--- src/rtl/sdcf_pkg.sv ---
// Shared constants, types and saturation helper for the contact force block.
package sdcf_pkg;

    localparam int unsigned CfgIdxW   = 2;
    localparam int unsigned StiffW    = 31;
    localparam int unsigned MassW     = 31;
    localparam int unsigned ValW      = 32;
    localparam int unsigned DivSteps  = 31;
    localparam int unsigned SqrtSteps = 31;

    typedef enum logic [CfgIdxW-1:0] {
        REG_STIFFNESS = 2'd0,
        REG_DAMPING   = 2'd1
    } t_cfg_reg;

    localparam logic [StiffW-1:0] StiffReset = 31'd65536;
    localparam logic [StiffW-1:0] DampReset  = 31'd0;

    typedef struct packed {
        logic signed [ValW-1:0] nx;
        logic signed [ValW-1:0] ny;
        logic signed [ValW-1:0] nz;
        logic signed [ValW-1:0] depth;
        logic signed [ValW-1:0] vn;
    } t_side;

    function automatic logic signed [ValW-1:0] sat32(input logic signed [65:0] v);
        logic signed [65:0] lim_hi;
        logic signed [65:0] lim_lo;
        lim_hi = 66'sd2147483647;
        lim_lo = -66'sd2147483648;
        if (v > lim_hi) begin
            sat32 = 32'sh7FFF_FFFF;
        end else if (v < lim_lo) begin
            sat32 = 32'sh8000_0000;
        end else begin
            sat32 = v[ValW-1:0];
        end
    endfunction

endpackage

--- src/rtl/sdcf_div.sv ---
// Pipelined restoring divider, one quotient bit per stage.
module sdcf_div (
    input  logic        i_clk,
    input  logic        i_en,
    input  logic [61:0] i_num,
    input  logic [31:0] i_den,
    output logic [30:0] o_quo
);
    import sdcf_pkg::*;

    logic [31:0] r_rem [DivSteps];
    logic [31:0] r_den [DivSteps];
    logic [30:0] r_low [DivSteps];
    logic [30:0] r_quo [DivSteps];
    logic [31:0] n_rem [DivSteps];
    logic [31:0] n_den [DivSteps];
    logic [30:0] n_low [DivSteps];
    logic [30:0] n_quo [DivSteps];

    always_comb begin
        logic [31:0] p_rem;
        logic [30:0] p_low;
        logic [30:0] p_quo;
        logic [32:0] w_try;
        for (int j = 0; j < DivSteps; j++) begin
            p_rem = (j == 0) ? {1'b0, i_num[61:31]} : r_rem[(j == 0) ? 0 : j - 1];
            p_low = (j == 0) ? i_num[30:0] : r_low[(j == 0) ? 0 : j - 1];
            p_quo = (j == 0) ? '0 : r_quo[(j == 0) ? 0 : j - 1];
            n_den[j] = (j == 0) ? i_den : r_den[(j == 0) ? 0 : j - 1];
            w_try = {p_rem, p_low[30]};
            if (w_try >= {1'b0, n_den[j]}) begin
                n_rem[j] = 32'(w_try - {1'b0, n_den[j]});
                n_quo[j] = {p_quo[29:0], 1'b1};
            end else begin
                n_rem[j] = w_try[31:0];
                n_quo[j] = {p_quo[29:0], 1'b0};
            end
            n_low[j] = {p_low[29:0], 1'b0};
        end
    end

    always_ff @(posedge i_clk) begin
        if (i_en) begin
            for (int j = 0; j < DivSteps; j++) begin
                r_rem[j] <= n_rem[j];
                r_den[j] <= n_den[j];
                r_low[j] <= n_low[j];
                r_quo[j] <= n_quo[j];
            end
        end
    end

    assign o_quo = (r_den[DivSteps-1] == '0) ? '0 : r_quo[DivSteps-1];

endmodule

--- config.mk ---
export PLATFORM = sky130hd
export DESIGN_NAME = sdcf_div
export DESIGN_NICKNAME = d
export VERILOG_FILES = /design/src/rtl/sdcf_pkg.sv /design/src/rtl/sdcf_div.sv
export SDC_FILE = /design/constraint.sdc
export NUM_CORES = 2
export LEC_CHECK = 0
export BUFFER_PORTS_ARGS = -buffer_cell sky130_fd_sc_hd__clkbuf_2
export CORE_MARGIN = 1.5
export CORE_UTILIZATION = 65
export DETAILED_ROUTE_END_ITERATION = 8
export PLACE_DENSITY_LB_ADDON = 0.15
export SYNTH_ARGS = -nofsm -noshare
export SYNTH_HDL_FRONTEND = slang
export SYNTH_SLANG_ARGS = --single-unit
--- constraint.sdc ---
create_clock -name i_clk -period 6.5 [get_ports i_clk]
set_input_delay 1.3 -clock i_clk [delete_from_list [all_inputs] [get_ports i_clk]]
set_output_delay 1.3 -clock i_clk [all_outputs]
set_load 0.1 [all_outputs]
## After elaboration in Yosys (flattened, before gate mapping)

Memory sizes are Yosys's and may differ from the RTL's.
Index checks and enable logic that the tools add are counted.

| storage, ports and cells | value |
|---|---|
| flip-flop bits (word level) | 0 |
| memory bits (writable) | 3875 |
| bits of input ports | 96 |
| memories | 4 |

| cells by class | value |
|---|---|
| add/sub/neg operators | 31 |
| magnitude comparators | 31 |
| muxes and demuxes | 65 |
| reduce and logical (&&, ||, !) cells | 1 |

Memory list:

| name | words | bits a word | read ports | clocked after memory_dff | write ports | line | RTL |
|---|---|---|---|---|---|---|---|
| r_den | 31 | 32 | 31 | 0 | 31 | sdcf_div.sv:12 | `logic [31:0] r_den [DivSteps];` |
| r_rem | 31 | 32 | 30 | 0 | 31 | sdcf_div.sv:11 | `logic [31:0] r_rem [DivSteps];` |
| r_quo | 31 | 31 | 31 | 0 | 31 | sdcf_div.sv:14 | `logic [30:0] r_quo [DivSteps];` |
| r_low | 31 | 30 | 30 | 0 | 31 | sdcf_div.sv:13 | `logic [30:0] r_low [DivSteps];` |

Operators by type and width:

| operator | count |
|---|---|
| 32-bit 2-to-1 mux | 31 |
| 32-bit subtractor | 31 |
| 33-bit by 32-bit >= comparator with 1-bit output | 30 |
| 1-bit 2-to-1 mux | 33 |
| 32-bit >= comparator | 1 |
| 32-bit zero test | 1 |
| 31-bit 2-to-1 mux | 1 |

## Depth between registers and ports, before layout

An unclocked memory read counts as a cell.

| logic depth | value |
|---|---|
| depth in word-level cells | 3 |
| depth in mapped cells | 15 |

## Least setup slack after synthesis

No wires, ideal clock.

| timing | value |
|---|---|
| path kind | input port to flip-flop |
| from | input port i_den[4] |
| to | memory r_rem[0][27], data pin |
| arrival | 3.955 ns |
| required time | 6.240 ns |
| path slack | 2.285 ns |
| stages | 13 |
| buffers on the path | 1 |
| cell sequence | inv_1 > ha_1 > and2_1 > o21ai_0 > nand4b_1 > a311oi_1 > o2111ai_1 > a21o_1 > a21oi_1 > o21bai_1 > o22ai_2 > buf_2 > mux2_2 |

RTL lines:

| element | line | RTL |
|---|---|---|
| from (decl) | sdcf_div.sv:6 | `input logic [31:0] i_den,` |
| to (decl) | sdcf_div.sv:11 |  |

==> results.toml <==
[run_status]
status = "finished, final reports clean"

[placement]
dp.final_hpwl_mm = 255
dp.cells = 15500
pre_cts_slack_ns = 1.26
portBuffers = 126
post_dp_cell_area_sq_um = 155000
place.gp.congestion = 0.975

[sta]
fin_crit_sh_pct = 82.0
hold_violations = 0
final_max_slew_viol_count = 0
timing.setup.tns_ns = 0
post-route-min-period_ns = 5.33
fin_ws_ns = 1.17
fmax_mhz = 188
setup_violations = 0
rsz0062_at_grt = "no"
fin_skew_ns = 0.0893
worst_pin_slew_ns = 1.34
slew_headroom_pct = 10.6

[finish]
final_cell_area_sq_um = 166000
nNetsFinal = 13900
fin_cells = 16100
final_common_cell = "edfxtp_1"
syn_to_final_growth_pct = 9.50
final_cell_mix = "edfxtp_1 (2913), inv_1 (1278), ha_1 (992)"
fillCellCount = 15500
drive_gt1_share_pct = 8.48
fin_util_pct = 71.8

[detailed_routing]
drc = 0
routedWlPerCell_microns = 22.0
drt-initial-drc-count = 9966
dr.pass1.iters = 8
routed_wl_mm = 354
vias = 99700
antenna_left = 0
vias_per_cell = 6.21

[cts]
cts_resized = 0
clk_path_buf_depth = 4
clkTransAtPathRegs_ns = 0.07
post_cts_buffers = 0
hold_buffers = 0
cts_sinks = 2913
cts_max_level = 5
cts_made_buffers = 318
worstSkewPairLatency_ns = 0.97
cts_tree = "done"
cts-root-buf = "clkbuf_16"

[yosys]
synth_xor_area_share_pct = 4.60
synthCells = 12600
synth_flop_cell = "edfxtp_1"
synth_fa_ha_area_share_pct = 8.61
synth_compound_area_share_pct = 13.4
synth_area_sq_um = 151000
ys_seq_area_share_pct = 57.9
async_flop_share_pct = 0
synth_edf_count = 2913
yosys_register_bits = 2913
synth_top_family_by_area = "compound AO/OA/AOI/OAI gates"
syn-num-nets = 13700
synth.area.mux_share_pct = 3.16
ys_warn_count = 0
ys_types = 101
synth-simple-area-share_pct = 8.41
synth_area_per_cell_sq_um = 12.0

[global_routing]
grtUsageTotal_pct = 29.5
grt-ovfl-total = 0
grt_pass1_vias = 96400
grt_pass1_wl_mm = 546
antenna_found_initial = 14
grt_max_degree = 190

[die]
rows = 176
io_pins = 127
die_x_microns = 485
core_area_sq_um = 231000
initial_core_util_pct = 65.6
die_h_microns = 485
dieArea_sq_um = 235000

[setup_path]
crit_path_max_fanout = 27
r2r_cells = 13
crit_arrival_ns = 4.03
cp-end-kind = "primary output"
path_class = "reg2out"
critPathLaunchType = "flip-flop"
cp.required_ns = 5.20

[pwr]
seqPwrFrac_pct = 35.3
power.internal_w = 0.0532
max-vdd-ir-drop_v = 0.000461
p_leak_nw = 67.0
power_frac_comb_pct = 43.8
clkPwrFrac_pct = 20.8
switching_share_pct = 37.5
p_sw_w = 0.0319
powerDensity_nw_per_um2 = 514

[hold_path]
min-delay-path-class = "reg2reg"
hold_depth = 0

[run]
max-cap-violations = 0
-- metal layers --
layer | vias up | part of all wire, % | track usage (%) | wire [microns]
met5 | - | 0.023 | 0 | 81
met4 | 8 | 3.8 | 10.6 | 13500
met3 | 809 | 7.2 | 4.24 | 25500
met2 | 3985 | 46 | 47.0 | 163000
met1 | 48100 | 43 | 41.6 | 152000
li1 | 46900 | - | - | -
-- stage by stage --
step / hold WS, ns / total power [W]
after floorplan: 0.400 / 0.0566
after global placement: 0.400 / 0.0654
after detailed placement: 0.405 / 0.0664
after CTS: 0.395 / 0.0847
after global routing: 0.394 / 0.0900
final: 0.382 / 0.0851
-- power by group through the flow --
stage	logic, W	registers (W)	clock network, W
after global placement	0.0351	0.0302	0
after detailed placement	0.0362	0.0303	0
after floorplan	0.0279	0.0287	0
after global routing	0.0409	0.0304	0.0187
final	0.0373	0.0301	0.0177
after CTS	0.0367	0.0300	0.0181
-- cell type report --
| class | instances | area [sq um] | area share, % |
|---|---|---|---|
| Sequential cell | 2913 | 87500 | 52.9 |
| Multi-Input combinational cell | 8091 | 57900 | 35.0 |
| Clock buffer | 367 | 8180 | 4.95 |
| Inverter | 1284 | 4820 | 2.91 |
| Tap cell | 3026 | 3790 | 2.29 |
| Clock inverter | 179 | 1940 | 1.17 |
| Timing Repair Buffer | 203 | 1420 | 0.860 |
| Antenna cell | 2 | 5.00 | 0.00302 |
-- kinds of logic after synthesis --
group / Yosys count
AOI/OAI and AO/OA: 3186
adders and majority gates: 1022
xor gates and xnor gates: 793
and+or+nand+nor: 2666
muxes: 424
DFF: 2913
buffers and inverters: 1566
-- worst max-delay path, cell delays in order, from the launching register on --
cell and delay, ns:
edfxtp_1 0.38, nor4_1 0.38, nand4_1 0.35, nor2_4 1.08, buf_4 0.41, nor2b_1 0.09
clkbuf_2 0.38
-- sequential cells by signal, indices dropped and copies added (netlist names) --
name	flops
r_den	992
r_quo	496
r_low	465
r_rem	960
-- cell usage after synthesis (all sizes together) (15+ instances only) --
| master | number | area (sq um) |
|---|---|---|
| xnor2 | 472 | 4130 |
| a21o | 500 | 3750 |
| or2 | 43 | 269 |
| nor2 | 581 | 2180 |
| ha | 992 | 12400 |
| mux2 | 386 | 4400 |
| a211o | 34 | 298 |
| a31o | 22 | 193 |
| o22ai | 22 | 144 |
| a221oi | 20 | 175 |
| a21boi | 41 | 308 |
| mux2i | 38 | 380 |
| clkbuf | 213 | 801 |
| o21bai | 121 | 908 |
| o21ai | 815 | 4080 |
| nand4 | 155 | 970 |
| and2 | 40 | 250 |
| o211ai | 60 | 455 |
| o31ai | 96 | 739 |
| edfxtp | 2913 | 87500 |
| nand2b | 124 | 776 |
| nand2 | 903 | 3390 |
| nor3b | 16 | 120 |
| o2111ai | 23 | 201 |
| o21a | 128 | 961 |
| o311ai | 18 | 158 |
| and3 | 100 | 626 |
| nor2b | 181 | 1130 |
| fa | 30 | 601 |
| a31oi | 113 | 713 |
| a2111oi | 24 | 304 |
| a21oi | 877 | 4400 |
| a41oi | 19 | 185 |
| nand3 | 188 | 941 |
| o31a | 24 | 211 |
| a311oi | 15 | 131 |
| xor2 | 321 | 2810 |
| a211oi | 93 | 708 |
| or3 | 44 | 275 |
| nor3 | 169 | 851 |
| inv | 1281 | 4810 |
| nor4 | 49 | 307 |
| buf | 69 | 413 |
| and4 | 29 | 254 |
-- path summary, 6_finish.rpt --
| kind | start | endpoint | slack (ns) |
|---|---|---|---|
| max | r_den[1][454] | o_quo[25] | 1.17 |
| min | r_quo[0][476] | r_quo[1][12] | 0.38 |
| max reg2reg | r_den[0][321] | r_rem[0][373] | 1.48 |
| min reg2reg | r_quo[0][476] | r_quo[1][12] | 0.38 |
Power figures use the tool's default switching activity.
